$ cat config.mk
export PLATFORM = sky130hd
export DESIGN_NAME = section_import_clip_flip_scale
export DESIGN_NICKNAME = d
export VERILOG_FILES = /design/src/rtl/sicfs_pkg.sv /design/src/rtl/sicfs_cfg.sv /design/src/rtl/sicfs_axis.sv /design/src/rtl/section_import_clip_flip_scale.sv
export SDC_FILE = /design/constraint.sdc
export NUM_CORES = 2
export LEC_CHECK = 0
export BUFFER_PORTS_ARGS = -buffer_cell sky130_fd_sc_hd__buf_2
export CORE_MARGIN = 3
export CORE_UTILIZATION = 64
export DETAILED_ROUTE_END_ITERATION = 12
export GPL_TIMING_DRIVEN = 0
export PLACE_DENSITY = 0.86
export SLEW_MARGIN = 20
export SYNTH_ARGS = -nofsm -noshare
export SYNTH_HDL_FRONTEND = slang
export SYNTH_HIERARCHICAL = 1
export SYNTH_SLANG_ARGS = --single-unit
$ cat constraint.sdc
create_clock -name clk -period 14.2 [get_ports clk]
set_input_delay 2.13 -clock clk [delete_from_list [all_inputs] [get_ports clk]]
set_output_delay 2.13 -clock clk [all_outputs]
set_load 0.1 [all_outputs]
$ cat src/rtl/sicfs_pkg.sv
// Shared types, register indexes and helper functions for the section import block.
`timescale 1ns / 1ps
package sicfs_pkg;

	// Destination frame defaults
	localparam int DstWidthDefault  = 2048;
	localparam int DstHeightDefault = 2048;

	// Configuration port geometry
	localparam int CfgIndexW = 3;
	localparam int CfgDataW  = 32;

	// Register indexes
	localparam logic [CfgIndexW-1:0] REG_SEC_X_FIRST = 3'd0;
	localparam logic [CfgIndexW-1:0] REG_SEC_X_LAST  = 3'd1;
	localparam logic [CfgIndexW-1:0] REG_SEC_Y_FIRST = 3'd2;
	localparam logic [CfgIndexW-1:0] REG_SEC_Y_LAST  = 3'd3;
	localparam logic [CfgIndexW-1:0] REG_DST_X_START = 3'd4;
	localparam logic [CfgIndexW-1:0] REG_DST_Y_START = 3'd5;
	localparam logic [CfgIndexW-1:0] REG_FLIP_MODE   = 3'd6;
	localparam logic [CfgIndexW-1:0] REG_VALUE_SCALE = 3'd7;

	// Input item
	typedef struct packed {
		logic        [11:0] src_x;
		logic        [11:0] src_y;
		logic signed [31:0] pixel_value;
	} in_t;

	// Result item
	typedef struct packed {
		logic        [11:0] dst_x;
		logic        [11:0] dst_y;
		logic signed [31:0] scaled_value;
	} out_t;

	// Configuration register set
	typedef struct packed {
		logic signed [13:0] sec_x_first;
		logic signed [13:0] sec_x_last;
		logic signed [13:0] sec_y_first;
		logic signed [13:0] sec_y_last;
		logic signed [14:0] dst_x_start;
		logic signed [14:0] dst_y_start;
		logic        [1:0]  flip_mode;
		logic signed [31:0] value_scale;
	} cfg_t;

	// Floor shift by 16 of a Q16.16 product, saturated to 32 bits
	function automatic logic signed [31:0] scale_sat(input logic signed [63:0] prod);
		logic [16:0] hi;
		logic signed [31:0] res;
		hi = prod[63:47];
		if (hi == '0 || hi == '1)
			res = prod[47:16];
		else if (prod[63])
			res = 32'sh8000_0000;
		else
			res = 32'sh7fff_ffff;
		return res;
	endfunction

endpackage

$ cat src/rtl/sicfs_cfg.sv
// Configuration register file for the section import block.
`timescale 1ns / 1ps
module sicfs_cfg (
	input  logic                              clk,
	input  logic                              arst_n,
	input  logic                              cfg_we,
	input  logic [sicfs_pkg::CfgIndexW-1:0]   cfg_index,
	input  logic [sicfs_pkg::CfgDataW-1:0]    cfg_data,
	output sicfs_pkg::cfg_t                   cfg
);

	sicfs_pkg::cfg_t cfg_q;

	// Register writes, low bits of the data kept
	always_ff @(posedge clk or negedge arst_n) begin
		if (!arst_n) begin
			cfg_q.sec_x_first <= 14'sd0;
			cfg_q.sec_x_last  <= 14'sd4096;
			cfg_q.sec_y_first <= 14'sd0;
			cfg_q.sec_y_last  <= 14'sd4096;
			cfg_q.dst_x_start <= 15'sd1;
			cfg_q.dst_y_start <= 15'sd1;
			cfg_q.flip_mode   <= 2'd0;
			cfg_q.value_scale <= 32'sd65536;
		end else if (cfg_we) begin
			unique case (cfg_index)
				sicfs_pkg::REG_SEC_X_FIRST: cfg_q.sec_x_first <= cfg_data[13:0];
				sicfs_pkg::REG_SEC_X_LAST:  cfg_q.sec_x_last  <= cfg_data[13:0];
				sicfs_pkg::REG_SEC_Y_FIRST: cfg_q.sec_y_first <= cfg_data[13:0];
				sicfs_pkg::REG_SEC_Y_LAST:  cfg_q.sec_y_last  <= cfg_data[13:0];
				sicfs_pkg::REG_DST_X_START: cfg_q.dst_x_start <= cfg_data[14:0];
				sicfs_pkg::REG_DST_Y_START: cfg_q.dst_y_start <= cfg_data[14:0];
				sicfs_pkg::REG_FLIP_MODE:   cfg_q.flip_mode   <= cfg_data[1:0];
				sicfs_pkg::REG_VALUE_SCALE: cfg_q.value_scale <= cfg_data[31:0];
				default: ;
			endcase
		end
	end

	assign cfg = cfg_q;

endmodule

$ cat src/rtl/sicfs_axis.sv
// One axis of the coordinate map: section test, flip, offset and frame test.
`timescale 1ns / 1ps
module sicfs_axis #(
	parameter int LIMIT = sicfs_pkg::DstWidthDefault
) (
	input  logic [11:0]        src,
	input  logic signed [13:0] first,
	input  logic signed [13:0] last,
	input  logic signed [14:0] start,
	input  logic               flip,
	output logic               keep,
	output logic [11:0]        coord
);

	localparam logic signed [16:0] Lim = 17'(LIMIT);

	logic signed [13:0] src_w;
	logic signed [14:0] off;
	logic signed [16:0] off_w;
	logic signed [16:0] d;
	logic               in_sec;

	// Section bounds: first inclusive, last exclusive
	assign src_w  = $signed({2'b00, src});
	assign in_sec = (src_w >= first) && (src_w < last);

	// Offset from the first section line, negated on a flipped axis
	assign off   = $signed({3'b000, src}) - $signed({first[13], first});
	assign off_w = $signed({{2{off[14]}}, off});
	assign d     = $signed({{2{start[14]}}, start}) - 17'sd1 + (flip ? -off_w : off_w);

	assign keep  = in_sec && (d >= 17'sd0) && (d < Lim);
	assign coord = d[11:0];

endmodule

$ cat src/rtl/section_import_clip_flip_scale.sv
// Top level of the section import block: input register, map and multiply, result register.
// Copies one source pixel per clock into a destination frame: a pixel inside the configured
// section is mapped per axis to start - 1 + offset (offset negated on a flipped axis), dropped
// unless it lands inside the DST_WIDTH x DST_HEIGHT frame, and its value is scaled by a signed
// Q16.16 factor, floored and saturated to 32 bits. The block takes one item per clock and a
// kept pixel passes from the input register, which loads at the edge that accepts it, through
// the product register to the result register, where it is presented; the input stalls only
// while the result register is held and both earlier stages are full. The 32 x 32 multiply
// sits beside the coordinate map between the input and product registers. Dropped pixels produce
// no result. Registers must be written only while no item is in flight; the block does not enforce it.
`timescale 1ns / 1ps
module section_import_clip_flip_scale #(
	parameter int DST_WIDTH  = sicfs_pkg::DstWidthDefault,
	parameter int DST_HEIGHT = sicfs_pkg::DstHeightDefault
) (
	input  logic                             clk,
	input  logic                             arst_n,
	input  logic                             in_valid,
	output logic                             in_ready,
	input  sicfs_pkg::in_t                   in_item,
	output logic                             out_valid,
	input  logic                             out_ready,
	output sicfs_pkg::out_t                  out_item,
	input  logic                             cfg_we,
	input  logic [sicfs_pkg::CfgIndexW-1:0]  cfg_index,
	input  logic [sicfs_pkg::CfgDataW-1:0]   cfg_data
);

	sicfs_pkg::cfg_t    cfg;
	sicfs_pkg::in_t     item_s1;
	logic               valid_s1;
	logic               valid_s2;
	logic [11:0]        dx_s2;
	logic [11:0]        dy_s2;
	logic signed [63:0] prod_s2;
	logic               out_valid_q;
	sicfs_pkg::out_t    out_item_q;

	logic               keep_x;
	logic               keep_y;
	logic [11:0]        dx;
	logic [11:0]        dy;
	logic               adv_out;
	logic               adv_s2;

	sicfs_cfg u_cfg (
		.clk       (clk),
		.arst_n    (arst_n),
		.cfg_we    (cfg_we),
		.cfg_index (cfg_index),
		.cfg_data  (cfg_data),
		.cfg       (cfg)
	);

	sicfs_axis #(.LIMIT(DST_WIDTH)) u_axis_x (
		.src   (item_s1.src_x),
		.first (cfg.sec_x_first),
		.last  (cfg.sec_x_last),
		.start (cfg.dst_x_start),
		.flip  (cfg.flip_mode[0]),
		.keep  (keep_x),
		.coord (dx)
	);

	sicfs_axis #(.LIMIT(DST_HEIGHT)) u_axis_y (
		.src   (item_s1.src_y),
		.first (cfg.sec_y_first),
		.last  (cfg.sec_y_last),
		.start (cfg.dst_y_start),
		.flip  (cfg.flip_mode[1]),
		.keep  (keep_y),
		.coord (dy)
	);

	// Pipeline flow: a stage loads when the next one is empty or moving on
	assign adv_out  = !out_valid_q || out_ready;
	assign adv_s2   = !valid_s2 || adv_out;
	assign in_ready = !valid_s1 || adv_s2;

	// Valid bits
	always_ff @(posedge clk or negedge arst_n) begin
		if (!arst_n) begin
			valid_s1    <= 1'b0;
			valid_s2    <= 1'b0;
			out_valid_q <= 1'b0;
		end else begin
			if (in_ready)
				valid_s1 <= in_valid;
			if (adv_s2)
				valid_s2 <= valid_s1 && keep_x && keep_y;
			if (adv_out)
				out_valid_q <= valid_s2;
		end
	end

	// Input register
	always_ff @(posedge clk) begin
		if (in_ready && in_valid)
			item_s1 <= in_item;
	end

	// Mapped coordinates and product
	always_ff @(posedge clk) begin
		if (adv_s2 && valid_s1) begin
			dx_s2   <= dx;
			dy_s2   <= dy;
			prod_s2 <= item_s1.pixel_value * cfg.value_scale;
		end
	end

	// Result register: floor shift and saturation
	always_ff @(posedge clk) begin
		if (adv_out && valid_s2) begin
			out_item_q.dst_x        <= dx_s2;
			out_item_q.dst_y        <= dy_s2;
			out_item_q.scaled_value <= sicfs_pkg::scale_sat(prod_s2);
		end
	end

	assign out_valid = out_valid_q;
	assign out_item  = out_item_q;

endmodule

# Word level (Yosys, flattened, before mapping)
# Index checks and enable logic that the tools add are counted.
# Widths: inputs -> output; s select.
totals:
  ff_bits: 323
  inputBits: 96
  output_inout_bits: 58
  word_cells: 77
classes:
  addsub: 8
  mul: 1
  magnitude_cmp: 8
  n_eq_ne: 8
  mux: 4
  n_reduce_logical: 28
op_table:
  columns: ["operator", "n"]
  rows:
  - ["$mul 32x32->64", 1]
  - ["$mux 32", 2]
  - ["$add 17x17->17", 2]
  - ["$ge 17x1->1 const B", 2]
  - ["$lt 17x13->1 const B", 2]
  - ["$mux 17", 2]
  - ["$neg 15->17", 2]
  - ["$sub 15x2->16 const B", 2]
  - ["$sub 13x14->15", 2]
  - ["$ge 13x14->1", 2]
  - ["$lt 13x14->1", 2]
  - ["$eq 17x17->1 const B", 1]
  - ["$logic_not 17->1", 1]
  - ["$reduce_and 2->1", 8]
  - ["$eq 3x3->1 const B", 4]
  - ["$logic_and 1x1->1", 11]
  - ["$eq 3x2->1 const B", 2]
  - ["$logic_or 1x1->1", 4]
  - ["$eq 3x1->1 const B", 1]
  - ["$logic_not 1->1", 3]
  - ["$logic_not 3->1", 1]

# Depth between registers and ports, before layout
depth:
  depth_word: 9
  mapped_depth: 28
  mapped_depth_nobuf: 27

# Cells and area by module
# The synthesis kept the hierarchy.
modules_own_cells:
  columns: ["module", "n_inst", "cells_per_inst", "area_per_inst_um2"]
  rows:
  - ["section_import_clip_flip_scale", 1, 4050, 41596.1]
  - ["sicfs_axis", 2, 390, 2701.3]
  - ["sicfs_cfg", 1, 260, 4608.2]

# Worst setup path after synthesis
# No wires, ideal clock.
synth_timing:
  kind: "register -> register"
  from: "register item_s1[31] (netlist bit)"
  to: "register prod_s2[63], data pin"
  arrival_ns: 7.303
  path_slack_ns: 6.637
  stages_incl_launch_ff: 24
  n_path_buf: 1
  path_cell_list: "edfxtp_1 -> clkbuf_1 -> nand2_1 -> inv_1 -> fa_1 -> fa_1 -> fa_1 -> fa_1 -> inv_1 -> fa_1 -> inv_1 -> fa_1 -> inv_1 -> fa_1 -> fa_1 -> inv_1 -> ha_1 -> nand4_1 -> a2111oi_4 -> a21oi_4 -> o2111ai_1 -> a31o_1 -> a21oi_2 -> xnor2_1"
synth_via:
  elab_chain_cells: 1
synth_rtl:
  columns: ["item", "line_no", "source"]
  rows:
  - ["from (decl)", "section_import_clip_flip_scale.sv:30", "sicfs_pkg::in_t item_s1;"]
  - ["from (signal assigned)", "section_import_clip_flip_scale.sv:99", "item_s1 <= in_item;"]
  - ["$mul 32x32->64", "section_import_clip_flip_scale.sv:107", "prod_s2 <= item_s1.pixel_value * cfg.value_scale;"]
  - ["to (signal assigned)", "section_import_clip_flip_scale.sv:107", null]
  - ["to (decl)", "section_import_clip_flip_scale.sv:35", "logic signed [63:0] prod_s2;"]
# Every way passes these cells.
# A chain may end at the register's enable or synchronous reset.

# Final worst setup path
layout_timing:
  from: "register u_cfg.cfg_q, in the netlist u_cfg/cfg[5]"
  to: "register prod_s2[63], data pin"
layout_via:
  elab_chain_cells: 1
layout_rtl:
  columns: ["item", "line_no", "source"]
  rows:
  - ["from (decl)", "sicfs_cfg.sv:12", "sicfs_pkg::cfg_t cfg_q;"]
  - ["$mul 32x32->64", "section_import_clip_flip_scale.sv:107", null]
# Every way passes these cells.

==> reports/qor.yml <==
synth:
  yosys_register_bits: 307
  area_leader_netlist: "sky130_fd_sc_hd__fa_1"
  cell_with_the_most_instances_after_synthesis: "sky130_fd_sc_hd__inv_1"
  post-synth-top-area-fraction: 0.421
  leading_register_cell_type_out_of_synthesis: "sky130_fd_sc_hd__edfxtp_1"
  synthesis.area_sq_mm: 0.0516
  async_flop_share: 0.401
  post_synth_main_area_contributors: "sky130_fd_sc_hd__fa_1 42%, sky130_fd_sc_hd__edfxtp_1 11%, sky130_fd_sc_hd__inv_1 8.4%, sky130_fd_sc_hd__ha_1 7.0%, sky130_fd_sc_hd__and2_1 6.2%"
  synth_cells: 5090
  yosysWarningCount: 6
  synth_cell_types: 98
  portion_of_the_post_synthesis_area_used_by_sequential_elements: 0.167
  synth_common_cells: "1149 x sky130_fd_sc_hd__inv_1, 1085 x sky130_fd_sc_hd__fa_1, 555 x sky130_fd_sc_hd__nand2_1"
  syn_nets: 6561
  number_of_enable_type_register_cells_in_the_synthesized_netlist: 184
  avgSynthCellArea_sq_um: 10.1
worst_setup_path:
  cpMostUsedCell: "sky130_fd_sc_hd__fa_1"
  crit_reg_reg_startpoint: "u_cfg/cfg[5]"
  worstPathBufferInverterCount: 8
  highest_cell_delay_on_the_worst_timing_path_ps: 870
  reg2regPathDepth: 26
  worst_path_max_delay_cell: "sky130_fd_sc_hd__fa_1"
  worst_ep_required_time_ps: 14540
  critical_path_at_ps: 9820
  cp_num_cells: 26
  worst_setup_path_startpoint: "u_cfg/cfg[5]"
  critical_path.reg2reg.endpoint: "prod_s2[63]"
  cp_capture_type: "register"
  startpoint_type: "register"
  path_max_fanout: 10
  timing.reg2reg.setup_slack_ps: 4730
  cpLargestDelayFamily: "adder cells"
  worst-setup-path-type: "reg -> reg"
min_path:
  beginning_of_the_worst_hold_path: "dy_s2[4]"
  hold_path_class: "reg -> reg"
  hold_path_sink: "out_item[36]"
  timing.hold.worst_path_depth: 0
sta:
  slew_headroom: 0.191
  timing.final.max_slew_violations: 0
  rsz_0062_raised_after_global_routing: "false"
  setup_skew_after_layout_ps: 60.6
  setup_viol_count_final: 0
  final_hold_viol_count: 0
  setup_tns_ps: 0
  hold-worst-slack_ps: 417
  max_freq_mhz: 106
  finalWorstPathRequiredPeriod_ps: 9470
  timing.final.crit_share: 0.667
  tightestPinTransition_ps: 1210
clock_tree:
  ctsHoldBuffers: 0
  cts.sinks: 307
  cts_root_buf: "sky130_fd_sc_hd__clkbuf_16"
  clock_tree_from_tritoncts: "done"
  cts-resized-gates: 0
  tritoncts.num_buffers: 37
  postCtsSetupBuffers: 0
  cts_buffer_depth: 3
  clock_latency_of_the_later_clocked_register_in_the_worst_skew_pair_ps: 620
  clk_transition_reported_paths_ps: 60
  cts_htree_levels: 2
floorplanning:
  num_rows: 103
  die_h_um: 290
  design.die.area_sq_mm: 0.0841
  die_width_um: 290
  core_area_sq_mm: 0.0794
  floorplan.initialDensity: 0.650
  ios: 154
route:
  avgViaCountPerCell: 6.06
  via_count: 38700
  drtIter0Drc: 3983
  route.antenna.remaining_nets: 0
  drt_first_pass_iters: 8
  drt_wl_total_mm: 165
  routedWlPerCell_um: 25.9
  drt_drc_violations_left: 0
run_status:
  status: "finished, final reports clean"
layout:
  final_core_utilization: 0.694
  final_layout_size_suffix_gt1_frac: 0.0845
  post-route-cell-area_sq_mm: 0.0551
  filler_cell_count: 5967
  area_delta_synth_final_pct: 6.73
  layout.nets: 6757
global_routing:
  grt_pass1_vias: 42400
  grt_start_max_net_pins: 78
  globalRouteOverflowTotal: 0
  initial_antenna_violation_count: 16
  global_route.usage.total: 0.404
  first_pass_grt_wire_length_mm: 251
placed_design:
  placed_cell_area_sq_mm: 0.0538
  place_congestion: 1.05
  port_buffers: 153
  post-dp-hpwl_mm: 135
job:
  drv.max_cap_violation_count: 0
state kept, by name (all words and copies together) (netlist names):
register	count
valid_s2	1
dy_s2	12
item_s1	56
valid_s1	1
out_valid	1
u_cfg/cfg	120
prod_s2	48
out_item	56
dx_s2	12
layer usage:
| layer | global-route usage | up-vias | wire, um |
|---|---|---|---|
| met4 | 0.299 | 4 | 15700 |
| li1 | - | 15800 | - |
| met5 | 0 | - | 23 |
| met1 | 0.491 | 19500 | 56800 |
| met3 | 0.115 | 826 | 19700 |
| met2 | 0.618 | 2567 | 73100 |
per-stage QoR:
stage               setup WS, ps  cells
floorplan                   6640   5090
global placement            4940   6293
detailed placement          4840   6297
CTS                         4790   6365
global route                4390   6367
finish                      4730   6379
worst max path at each step:
| stage | to | slack, ps |
|---|---|---|
| floorplan | prod_s2[63] | 6640 |
| global placement | prod_s2[63] | 4940 |
| detailed placement | prod_s2[63] | 4840 |
| CTS | prod_s2[63] | 4790 |
| global route | prod_s2[63] | 4390 |
| finish | prod_s2[63] | 4730 |
cell usage in the layout, fill, tap and decap left out, types with 80 or more instances in the layout:
cell type / n
sky130_fd_sc_hd__edfxtp_1: 184
sky130_fd_sc_hd__buf_2: 168
sky130_fd_sc_hd__dfrtp_1: 118
sky130_fd_sc_hd__clkbuf_1: 211
sky130_fd_sc_hd__fa_1: 1084
sky130_fd_sc_hd__nor2_1: 101
sky130_fd_sc_hd__mux2_2: 114
sky130_fd_sc_hd__a21oi_1: 86
sky130_fd_sc_hd__ha_1: 290
sky130_fd_sc_hd__nand2_1: 555
sky130_fd_sc_hd__and2_1: 511
sky130_fd_sc_hd__o21ai_0: 80
sky130_fd_sc_hd__inv_1: 1149
final cells by class:
| cell class | instances | area, sq um | area share |
|---|---|---|---|
| plain buffers | 236 | 995 | 0.0181 |
| inverters | 1149 | 4310 | 0.0783 |
| clock buffers | 47 | 1020 | 0.0185 |
| clock inverters | 21 | 220 | 0.00400 |
| multi-input cells | 3398 | 37700 | 0.685 |
| flip-flops and latches | 307 | 8610 | 0.156 |
| repair buffers | 157 | 871 | 0.0158 |
| diodes | 14 | 35.0 | 0.000636 |
| well taps | 1050 | 1310 | 0.0239 |
cell families after synthesis:
group	count (synthesis)	share of synthesized area
AOI/OAI and AO/OA	390	0.0526
DFF	307	0.167
and+or+nand+nor	1391	0.139
adders and majority gates	1375	0.491
muxes	125	0.0278
buffers and inverters	1385	0.103
xor gates and xnor gates	117	0.0199
Power is not shown: default switching activity piles up to over one toggle a cycle in this logic, so the estimate is an artifact.
